## src/rtl/core/gbms_pkg.sv

```systemverilog
// types, constants and helpers shared by the backlash sequencer modules
`timescale 1ns / 1ps

package gbms_pkg;

  localparam int MaxSamples = 4096;
  localparam int CntW       = $clog2(MaxSamples + 1);
  localparam int AngW       = 20;
  localparam int SumW       = 32;
  localparam int DivSteps   = SumW;
  localparam int StepW      = $clog2(DivSteps);
  localparam int CfgIdxW    = 3;
  localparam int CfgDataW   = 20;
  localparam int LimW       = 19;
  localparam int ThrW       = 20;
  localparam int SecW       = 8;

  localparam logic [SecW-1:0] FwdSecReset = 8'd5;
  localparam logic [SecW-1:0] WaitSecReset = 8'd2;
  localparam logic [SecW-1:0] RevSecReset = 8'd5;
  localparam logic [LimW-1:0] LimitReset = 19'd2560;
  localparam logic [ThrW-1:0] ThreshReset = 20'd1024;

  typedef enum logic [1:0] {
    OP_START  = 2'd0,
    OP_STOP   = 2'd1,
    OP_TICK   = 2'd2,
    OP_SAMPLE = 2'd3
  } op_t;

  typedef enum logic [2:0] {
    PH_IDLE    = 3'd0,
    PH_FORWARD = 3'd1,
    PH_CALIB   = 3'd2,
    PH_WAIT    = 3'd3,
    PH_REVERSE = 3'd4
  } phase_t;

  typedef enum logic [2:0] {
    EV_NONE   = 3'd0,
    EV_ACCEPT = 3'd1,
    EV_REJECT = 3'd2,
    EV_CALIB  = 3'd3,
    EV_DONE   = 3'd4,
    EV_FULL   = 3'd5
  } event_t;

  typedef enum logic [2:0] {
    CFG_FWD_SEC  = 3'd0,
    CFG_WAIT_SEC = 3'd1,
    CFG_REV_SEC  = 3'd2,
    CFG_LIMIT    = 3'd3,
    CFG_THRESH   = 3'd4
  } cfg_idx_t;

  typedef enum logic [1:0] {
    SQ_IDLE,
    SQ_DIV_GO,
    SQ_DIV_WAIT,
    SQ_EMIT
  } seq_state_t;

  typedef struct packed {
    logic                   start;
    logic signed [SumW-1:0] dividend;
    logic [CntW-1:0]        divisor;
  } div_req_t;

  typedef struct packed {
    logic                   done;
    logic signed [AngW-1:0] quotient;
  } div_rsp_t;

  function automatic logic [AngW-1:0] mag20(input logic signed [AngW-1:0] v);
    mag20 = v[AngW-1] ? AngW'(-v) : AngW'(v);
  endfunction

endpackage

```

## src/rtl/core/gear_backlash_measurement_sequencer_unit.sv

```systemverilog
// gear backlash test sequencer: phase control, sample statistics, backlash result
//
//   channel  signals                                   role
//   in       in_valid/in_ready, opcode, sample_angle   commands, ticks, samples
//   out      out_valid/out_ready, 12 result fields     one word per input word
//   cfg      cfg_we, cfg_index, cfg_wdata              five timing/limit registers
//
// start/stop/tick and non-accepted samples: SQ_IDLE -> SQ_EMIT, which loads the result word.
// an accepted sample: SQ_DIV_GO, then SQ_DIV_WAIT until the 32-step serial divider
// for the mean is done, then SQ_EMIT.
// in_ready is low from accept until the result word is loaded into the output register.
// a word waiting on out_ready does not hold off the next input word.
// rst_n is synchronous; no clearing pass is needed.
`timescale 1ns / 1ps

module gear_backlash_measurement_sequencer_unit
  import gbms_pkg::*;
(
  input  logic                   clk,
  input  logic                   rst_n,
  input  logic                   in_valid,
  output logic                   in_ready,
  input  logic [1:0]             in_opcode,
  input  logic signed [AngW-1:0] in_sample_angle,
  output logic                   out_valid,
  input  logic                   out_ready,
  output logic [2:0]             out_phase,
  output logic [SecW-1:0]        out_countdown,
  output logic [2:0]             out_event_code,
  output logic [CntW-1:0]        out_sample_count,
  output logic [LimW-1:0]        out_max_forward,
  output logic signed [AngW-1:0] out_max_reverse,
  output logic signed [AngW-1:0] out_avg_forward,
  output logic signed [AngW-1:0] out_avg_reverse,
  output logic [AngW-1:0]        out_backlash_max,
  output logic [AngW:0]          out_backlash_avg,
  output logic                   out_max_excessive,
  output logic                   out_avg_excessive,
  input  logic                   cfg_we,
  input  logic [CfgIdxW-1:0]     cfg_index,
  input  logic [CfgDataW-1:0]    cfg_wdata
);

  // configuration
  logic [SecW-1:0] fwd_sec_r, wait_sec_r, rev_sec_r;
  logic [LimW-1:0] limit_r;
  logic [ThrW-1:0] thresh_r;

  // sequencer and statistics
  seq_state_t             sq_r, sq_nxt;
  phase_t                 phase_r, phase_nxt;
  event_t                 ev_r, ev_nxt;
  logic [SecW-1:0]        ticks_r, ticks_nxt;
  logic signed [SumW-1:0] fsum_r, fsum_nxt, rsum_r, rsum_nxt;
  logic [CntW-1:0]        fcnt_r, fcnt_nxt, rcnt_r, rcnt_nxt;
  logic [LimW-1:0]        fpeak_r, fpeak_nxt;
  logic signed [AngW-1:0] rpeak_r, rpeak_nxt;
  logic signed [AngW-1:0] fmean_r, fmean_nxt, rmean_r, rmean_nxt;
  logic [AngW-1:0]        pbl_r, pbl_nxt;
  logic [AngW:0]          mbl_r, mbl_nxt;
  logic                   rev_begun_r, rev_begun_nxt;
  logic                   fmax_r, fmax_nxt, favg_r, favg_nxt;
  logic                   out_valid_r, out_valid_nxt;

  div_req_t        dreq;
  div_rsp_t        drsp;
  logic            accept;
  logic            load_out;
  logic [AngW-1:0] amag;
  logic [AngW:0]   peak_sum, mean_sum;

  gbms_div u_div (
    .clk  (clk),
    .rst_n(rst_n),
    .req  (dreq),
    .rsp  (drsp)
  );

  assign in_ready = (sq_r == SQ_IDLE);
  assign accept   = in_valid && in_ready;
  assign amag     = mag20(in_sample_angle);
  assign peak_sum = {1'b0, AngW'(fpeak_r)} + {1'b0, mag20(rpeak_r)};
  assign mean_sum = {1'b0, mag20(fmean_r)} + {1'b0, mag20(rmean_r)};

  assign dreq.start    = (sq_r == SQ_DIV_GO);
  assign dreq.dividend = (phase_r == PH_REVERSE) ? rsum_r : fsum_r;
  assign dreq.divisor  = (phase_r == PH_REVERSE) ? rcnt_r : fcnt_r;

  always_ff @(posedge clk) begin
    if (!rst_n) begin
      fwd_sec_r  <= FwdSecReset;
      wait_sec_r <= WaitSecReset;
      rev_sec_r  <= RevSecReset;
      limit_r    <= LimitReset;
      thresh_r   <= ThreshReset;
    end else if (cfg_we) begin
      unique case (cfg_index)
        CFG_FWD_SEC:  fwd_sec_r  <= cfg_wdata[SecW-1:0];
        CFG_WAIT_SEC: wait_sec_r <= cfg_wdata[SecW-1:0];
        CFG_REV_SEC:  rev_sec_r  <= cfg_wdata[SecW-1:0];
        CFG_LIMIT:    limit_r    <= cfg_wdata[LimW-1:0];
        CFG_THRESH:   thresh_r   <= cfg_wdata[ThrW-1:0];
        default: ;
      endcase
    end
  end

  always_ff @(posedge clk) begin
    if (!rst_n) begin
      sq_r        <= SQ_IDLE;
      phase_r     <= PH_IDLE;
      ev_r        <= EV_NONE;
      ticks_r     <= '0;
      fsum_r      <= '0;
      rsum_r      <= '0;
      fcnt_r      <= '0;
      rcnt_r      <= '0;
      fpeak_r     <= '0;
      rpeak_r     <= '0;
      fmean_r     <= '0;
      rmean_r     <= '0;
      pbl_r       <= '0;
      mbl_r       <= '0;
      rev_begun_r <= 1'b0;
      fmax_r      <= 1'b0;
      favg_r      <= 1'b0;
      out_valid_r <= 1'b0;
    end else begin
      sq_r        <= sq_nxt;
      phase_r     <= phase_nxt;
      ev_r        <= ev_nxt;
      ticks_r     <= ticks_nxt;
      fsum_r      <= fsum_nxt;
      rsum_r      <= rsum_nxt;
      fcnt_r      <= fcnt_nxt;
      rcnt_r      <= rcnt_nxt;
      fpeak_r     <= fpeak_nxt;
      rpeak_r     <= rpeak_nxt;
      fmean_r     <= fmean_nxt;
      rmean_r     <= rmean_nxt;
      pbl_r       <= pbl_nxt;
      mbl_r       <= mbl_nxt;
      rev_begun_r <= rev_begun_nxt;
      fmax_r      <= fmax_nxt;
      favg_r      <= favg_nxt;
      out_valid_r <= out_valid_nxt;
    end
  end

  always_comb begin
    sq_nxt        = sq_r;
    phase_nxt     = phase_r;
    ev_nxt        = ev_r;
    ticks_nxt     = ticks_r;
    fsum_nxt      = fsum_r;
    rsum_nxt      = rsum_r;
    fcnt_nxt      = fcnt_r;
    rcnt_nxt      = rcnt_r;
    fpeak_nxt     = fpeak_r;
    rpeak_nxt     = rpeak_r;
    fmean_nxt     = fmean_r;
    rmean_nxt     = rmean_r;
    pbl_nxt       = pbl_r;
    mbl_nxt       = mbl_r;
    rev_begun_nxt = rev_begun_r;
    fmax_nxt      = fmax_r;
    favg_nxt      = favg_r;
    load_out      = 1'b0;

    unique case (sq_r)
      SQ_IDLE: begin
        if (accept) begin
          ev_nxt = EV_NONE;
          sq_nxt = SQ_EMIT;
          unique case (op_t'(in_opcode))
            OP_START: begin
              if (phase_r == PH_IDLE) begin
                fsum_nxt      = '0;
                rsum_nxt      = '0;
                fcnt_nxt      = '0;
                rcnt_nxt      = '0;
                fpeak_nxt     = '0;
                rpeak_nxt     = '0;
                fmean_nxt     = '0;
                rmean_nxt     = '0;
                pbl_nxt       = '0;
                mbl_nxt       = '0;
                rev_begun_nxt = 1'b0;
                fmax_nxt      = 1'b0;
                favg_nxt      = 1'b0;
                phase_nxt     = PH_FORWARD;
                ticks_nxt     = fwd_sec_r;
              end
            end
            OP_STOP: begin
              phase_nxt = PH_IDLE;
            end
            OP_TICK: begin
              if (phase_r == PH_CALIB) begin
                phase_nxt = PH_WAIT;
                ticks_nxt = wait_sec_r;
              end else if (phase_r != PH_IDLE) begin
                if (ticks_r > SecW'(1)) begin
                  ticks_nxt = ticks_r - SecW'(1);
                end else begin
                  ticks_nxt = '0;
                  priority if (phase_r == PH_FORWARD) begin
                    phase_nxt = PH_CALIB;
                    ev_nxt    = EV_CALIB;
                  end else if (phase_r == PH_WAIT) begin
                    phase_nxt     = PH_REVERSE;
                    ticks_nxt     = rev_sec_r;
                    rpeak_nxt     = '0;
                    rsum_nxt      = '0;
                    rcnt_nxt      = '0;
                    rmean_nxt     = '0;
                    rev_begun_nxt = 1'b1;
                  end else begin
                    // end of reverse phase: backlash and flags
                    pbl_nxt   = peak_sum[AngW-1:0];
                    mbl_nxt   = mean_sum;
                    fmax_nxt  = peak_sum > {1'b0, thresh_r};
                    favg_nxt  = mean_sum > {1'b0, thresh_r};
                    phase_nxt = PH_IDLE;
                    ev_nxt    = EV_DONE;
                  end
                end
              end
            end
            OP_SAMPLE: begin
              if (phase_r == PH_FORWARD || phase_r == PH_REVERSE) begin
                if (amag > {1'b0, limit_r}) begin
                  ev_nxt = EV_REJECT;
                end else if (phase_r == PH_FORWARD) begin
                  if (fcnt_r >= CntW'(MaxSamples)) begin
                    ev_nxt = EV_FULL;
                  end else begin
                    ev_nxt   = EV_ACCEPT;
                    sq_nxt   = SQ_DIV_GO;
                    fsum_nxt = fsum_r + SumW'(in_sample_angle);
                    fcnt_nxt = fcnt_r + CntW'(1);
                    if (!in_sample_angle[AngW-1] && in_sample_angle[LimW-1:0] > fpeak_r) begin
                      fpeak_nxt = in_sample_angle[LimW-1:0];
                    end
                  end
                end else begin
                  if (rcnt_r >= CntW'(MaxSamples)) begin
                    ev_nxt = EV_FULL;
                  end else begin
                    ev_nxt   = EV_ACCEPT;
                    sq_nxt   = SQ_DIV_GO;
                    rsum_nxt = rsum_r + SumW'(in_sample_angle);
                    rcnt_nxt = rcnt_r + CntW'(1);
                    if (amag > mag20(rpeak_r)) begin
                      rpeak_nxt = in_sample_angle;
                    end
                  end
                end
              end
            end
            default: ;
          endcase
        end
      end
      SQ_DIV_GO: begin
        sq_nxt = SQ_DIV_WAIT;
      end
      SQ_DIV_WAIT: begin
        if (drsp.done) begin
          if (phase_r == PH_REVERSE) begin
            rmean_nxt = drsp.quotient;
          end else begin
            fmean_nxt = drsp.quotient;
          end
          sq_nxt = SQ_EMIT;
        end
      end
      SQ_EMIT: begin
        // wait for the output register to be free
        if (!out_valid_r || out_ready) begin
          load_out = 1'b1;
          sq_nxt   = SQ_IDLE;
        end
      end
      default: sq_nxt = SQ_IDLE;
    endcase

    out_valid_nxt = load_out || (out_valid_r && !out_ready);
  end

  always_ff @(posedge clk) begin
    if (load_out) begin
      out_phase         <= phase_r;
      out_countdown     <= ticks_r;
      out_event_code    <= ev_r;
      out_sample_count  <= (phase_r == PH_REVERSE || (phase_r == PH_IDLE && rev_begun_r))
                           ? rcnt_r : fcnt_r;
      out_max_forward   <= fpeak_r;
      out_max_reverse   <= rpeak_r;
      out_avg_forward   <= fmean_r;
      out_avg_reverse   <= rmean_r;
      out_backlash_max  <= pbl_r;
      out_backlash_avg  <= mbl_r;
      out_max_excessive <= fmax_r;
      out_avg_excessive <= favg_r;
    end
  end

  assign out_valid = out_valid_r;

endmodule

```

## src/rtl/core/gbms_div.sv

```systemverilog
// restoring divider for the running mean, one quotient bit per cycle
`timescale 1ns / 1ps

module gbms_div
  import gbms_pkg::*;
(
  input  logic     clk,
  input  logic     rst_n,
  input  div_req_t req,
  output div_rsp_t rsp
);

  logic              busy_r, busy_nxt;
  logic              done_r, done_nxt;
  logic              neg_r, neg_nxt;
  logic [StepW-1:0]  step_r, step_nxt;
  logic [SumW-1:0]   work_r, work_nxt;
  logic [CntW-1:0]   rem_r, rem_nxt;
  logic [CntW-1:0]   dvs_r, dvs_nxt;
  logic [CntW:0]     trial;
  logic [CntW:0]     diff;
  logic [AngW-1:0]   q_low;

  always_ff @(posedge clk) begin
    if (!rst_n) begin
      busy_r <= 1'b0;
      done_r <= 1'b0;
    end else begin
      busy_r <= busy_nxt;
      done_r <= done_nxt;
    end
    neg_r  <= neg_nxt;
    step_r <= step_nxt;
    work_r <= work_nxt;
    rem_r  <= rem_nxt;
    dvs_r  <= dvs_nxt;
  end

  assign trial = {rem_r, work_r[SumW-1]};
  assign diff  = trial - {1'b0, dvs_r};

  always_comb begin
    busy_nxt = busy_r;
    done_nxt = 1'b0;
    neg_nxt  = neg_r;
    step_nxt = step_r;
    work_nxt = work_r;
    rem_nxt  = rem_r;
    dvs_nxt  = dvs_r;
    if (req.start) begin
      busy_nxt = 1'b1;
      neg_nxt  = req.dividend[SumW-1];
      work_nxt = req.dividend[SumW-1] ? SumW'(-req.dividend) : SumW'(req.dividend);
      rem_nxt  = '0;
      dvs_nxt  = req.divisor;
      step_nxt = '0;
    end else if (busy_r) begin
      // shift in the next dividend bit, keep the difference when it fits
      if (trial >= {1'b0, dvs_r}) begin
        rem_nxt  = diff[CntW-1:0];
        work_nxt = {work_r[SumW-2:0], 1'b1};
      end else begin
        rem_nxt  = trial[CntW-1:0];
        work_nxt = {work_r[SumW-2:0], 1'b0};
      end
      step_nxt = step_r + StepW'(1);
      if (step_r == StepW'(DivSteps - 1)) begin
        busy_nxt = 1'b0;
        done_nxt = 1'b1;
      end
    end
  end

  assign q_low        = work_r[AngW-1:0];
  assign rsp.done     = done_r;
  assign rsp.quotient = neg_r ? AngW'(-q_low) : AngW'(q_low);

endmodule
```

## config.mk

```make
export PLATFORM = sky130hd
export DESIGN_NAME = gear_backlash_measurement_sequencer_unit
export DESIGN_NICKNAME = d
export VERILOG_FILES = /design/src/rtl/core/gbms_pkg.sv /design/src/rtl/core/gear_backlash_measurement_sequencer_unit.sv /design/src/rtl/core/gbms_div.sv
export SDC_FILE = /design/constraint.sdc
export NUM_CORES = 1
export LEC_CHECK = 0
export BUFFER_PORTS_ARGS = -buffer_cell sky130_fd_sc_hd__buf_2
export CORE_MARGIN = 5
export CORE_UTILIZATION = 56
export DETAILED_ROUTE_END_ITERATION = 8
export PLACE_DENSITY_LB_ADDON = 0.05
export SYNTH_ARGS = -nofsm -noshare
export SYNTH_HDL_FRONTEND = slang
export SYNTH_SLANG_ARGS = --single-unit
```

## constraint.sdc

```tcl
create_clock -name clk -period 7.5 [get_ports clk]
set_clock_uncertainty 0.15 [all_clocks]
set_input_delay 0.375 -clock clk [delete_from_list [all_inputs] [get_ports clk]]
set_output_delay 0.375 -clock clk [all_outputs]
set_load 0.03 [all_outputs]
```

==> flow_summary.toml <==
[run_status]
run_status = "completed"

[drt]
drt_iter0_markers = 2290
wl_um = 88100
vias_per_cell = 6.04
wl_per_cell_um = 21.2
drc = 0
ant_nets = 0
drt_first_pass_iters = 6
num_vias = 25102

[floorplan]
row_count = 84
die_h_um = 240
initial_core_util_pct = 56.5
io_pins = 201
die_w_um = 240
dieArea_um2 = 57700
placeableCoreArea_um2 = 52600

[critical_path]
crit_path_start_kind = "register"
reg2regPathDepth = 22
crit_required_ps = 7920
arrival_ps = 6050
cp-end-kind = "register"
critical_path_class = "reg -> reg"
critPathMaxFanout = 6

[clocking]
cts_tree = "built"
htreeDepth = 2
clockBufferDepth = 3
cts_root_buf = "clkbuf_16"
cts_sinks = 508
clk_pin_slew_ps = 70
post_cts_resized = 0
worstSkewPairLatency_ps = 620
cts_made_buffers = 54

[synth]
synth_nets = 3542
yosysSeqAreaShare_pct = 40.8
synthTopCellsByCount = "441 x nand2_1, 313 x dfxtp_1, 251 x a21oi_1"
ys_ff_latch = 508
ys_async_sr_fraction_pct = 0
synth_ff_type = "dfxtp_1"
synth_edf_count = 195
synth_cells = 3251
synth.area.top_cells = "dfxtp_1 21%, edfxtp_1 20%, ha_1 9.9%"
synth_most_common_cell = "nand2_1"
syn_area_um2 = 29700
synth_top_area_share_pct = 21.1
yosys.area.top_type = "dfxtp_1"
ys_types = 90
syn_avg_cell_area_um2 = 9.14
yosysWarnings = 0

[min_path]
hold_class = "in -> reg"
hold_depth = 3

[final_layout]
drive_above_1_share_pct = 11.7
multi_input_area_um2 = 16500
seqCellArea_um2 = 12100
area_growth_pct = 12.1
final_nets = 3711
stdcell_area_um2 = 33300
fillers = 4416

[placement]
dpl_cell_area_um2 = 31300
place_congestion = 0.957
place_hpwl_um = 65400
io_buffers = 200

[power_and_ir_drop]
max-vdd-ir-drop_v = 0.000161
comb_power_share_pct = 30.1
p_leak_nw = 13.4
p_int_w = 0.00584
p_switching_w = 0.00317
p_sw_share_pct = 35.2
powerDensity_nw_per_um2 = 270
clock_power_share_pct = 30.2
p_seq_share_pct = 39.7

[timing]
finalMaxSlewViolations = 0
rsz0062_at_grt = "no"
finalCriticalPeriod_ps = 5630
tns_ps = 0
setup_viol = 0
finalHoldViolations = 0
fmax_ghz = 0.178
relSlewSlack_pct = 23.0
worstMarginPinSlew_ps = 1140
fin_crit_sh_pct = 75.1

[grt]
antenna_found_initial = 1
grt-ovfl-total = 0
grt_pass1_wl_um = 136000
grt_max_degree = 107
grt_pass1_vias = 23609
grt_usage_pct = 29.6

[run]
cap_violations = 0
-- cell type report --
cell class | instances | share of cell area (%)
Multi-Input combinational cell | 2449 | 49.5
Sequential cell | 508 | 36.4
Clock buffer | 69 | 4.48
Timing Repair Buffer | 247 | 4.22
Tap cell | 688 | 2.59
Inverter | 160 | 1.82
Clock inverter | 31 | 0.988
Antenna cell | 1 | 0.00752
-- metal layers --
metal | vias to the layer above | track usage (%) | share of wire (%)
met5 | - | 0 | 0
met4 | 0 | 9.13 | 3.3
met3 | 161 | 4.26 | 7.1
met2 | 916 | 47.1 | 45
met1 | 12049 | 42.2 | 45
li1 | 11976 | - | -
-- per-stage QoR --
step	hold slack (ps)	worst slack (ps)	util [%]	instances	total power, W
3_3_place_gp	262	2060	59.5	4032	0.00623
5_1_grt	50.5	1450	63.4	4152	0.00946
3_5_place_dp	259	1940	59.5	4032	0.00630
6_report	44.9	1870	63.4	4153	0.00901
2_1_floorplan	253	2420	-	3251	0.00552
4_1_cts	27.7	1930	63.4	4152	0.00903
-- critical path, cell delays in order, from the launching register on --
cell,delay [ps]
dfxtp_1,360
or3_1,430
or2_2,300
or4_1,430
nand2_1,100
xnor2_1,100
ha_1,240
a2111o_1,300
o22ai_1,230
o21ai_1,170
a221o_1,370
a221o_1,340
and4b_1,210
or3_1,380
ha_1,310
nand4_1,150
nor2_1,140
nand3_1,110
a221oi_1,270
o221ai_1,150
a21oi_1,150
o21ai_0,90
nand3_1,100
-- timing repair --
item / 4_1_cts / 5_1_grt
buffers inserted: 0 / 0
hold endpoints to repair: 63 / 0
hold buffers: 20 / 0
-- power by group through the flow --
| stage | sequential [W] | combinational, W | clock [W] |
|---|---|---|---|
| 2_1_floorplan | 0.00375 | 0.00176 | 0 |
| 6_report | 0.00358 | 0.00271 | 0.00272 |
| 3_3_place_gp | 0.00361 | 0.00262 | 0 |
| 5_1_grt | 0.00361 | 0.00297 | 0.00288 |
| 4_1_cts | 0.00357 | 0.00270 | 0.00276 |
| 3_5_place_dp | 0.00363 | 0.00267 | 0 |
-- layout by cell type, fill, tap and decap left out, drive strengths merged, types with 33 or more instances in the layout --
master and instances:
nand2 442, dfxtp 313, a21oi 251, ha 236
nor2 227, buf 227, edfxtp 195, xnor2 172
inv 162, o21ai 133, nand3 120, mux2i 102
clkbuf 69, a21o 68, xor2 65, nor3 61
and2 48, mux2 36, o31ai 33, a211oi 33
-- sequential cells by signal, indices dropped and copies added, names as in the netlist, 13 cells and up --
register          count
out_backlash_avg     21
fcnt_r               13
out_max_reverse      20
fmean_r              20
mbl_r                21
thresh_r             20
pbl_r                20
limit_r              19
out_sample_count     13
fpeak_r              19
out_backlash_max     20
out_avg_forward      20
out_avg_reverse      20
rsum_r               32
fsum_r               32
rmean_r              20
out_max_forward      19
rcnt_r               13
u_div.work_r         32
u_div.dvs_r          13
rpeak_r              20
u_div.rem_r          13
-- final timing paths --
check | from | endpoint | slack, ps
max | rpeak_r[2]$_SDFFE_PN0P_ | fmax_r$_SDFFE_PN0P_ | 1870
min | out_ready | out_valid$_SDFF_PN0_ | 40
max reg2reg | rpeak_r[2]$_SDFFE_PN0P_ | fmax_r$_SDFFE_PN0P_ | 1870
min reg2reg | ev_r[0]$_SDFFE_PN0P_ | out_event_code[0]$_DFFE_PP_ | 270
-- cells by family (layout without fill, tap and decap cells) --
| kind of cell | Yosys count | after routing | synth area share [%] |
|---|---|---|---|
| and+or+nand+nor | 1091 | 1091 | 17.2 |
| adders and majority gates | 241 | 241 | 10.3 |
| xor gates and xnor gates | 237 | 237 | 6.99 |
| muxes | 138 | 138 | 4.91 |
| AOI/OAI and AO/OA | 742 | 742 | 15.9 |
| buffers and inverters | 294 | 507 | 3.90 |
| DFF | 508 | 508 | 40.8 |
| other | 0 | 1 | 0 |
(Power assumes the default switching activity.)
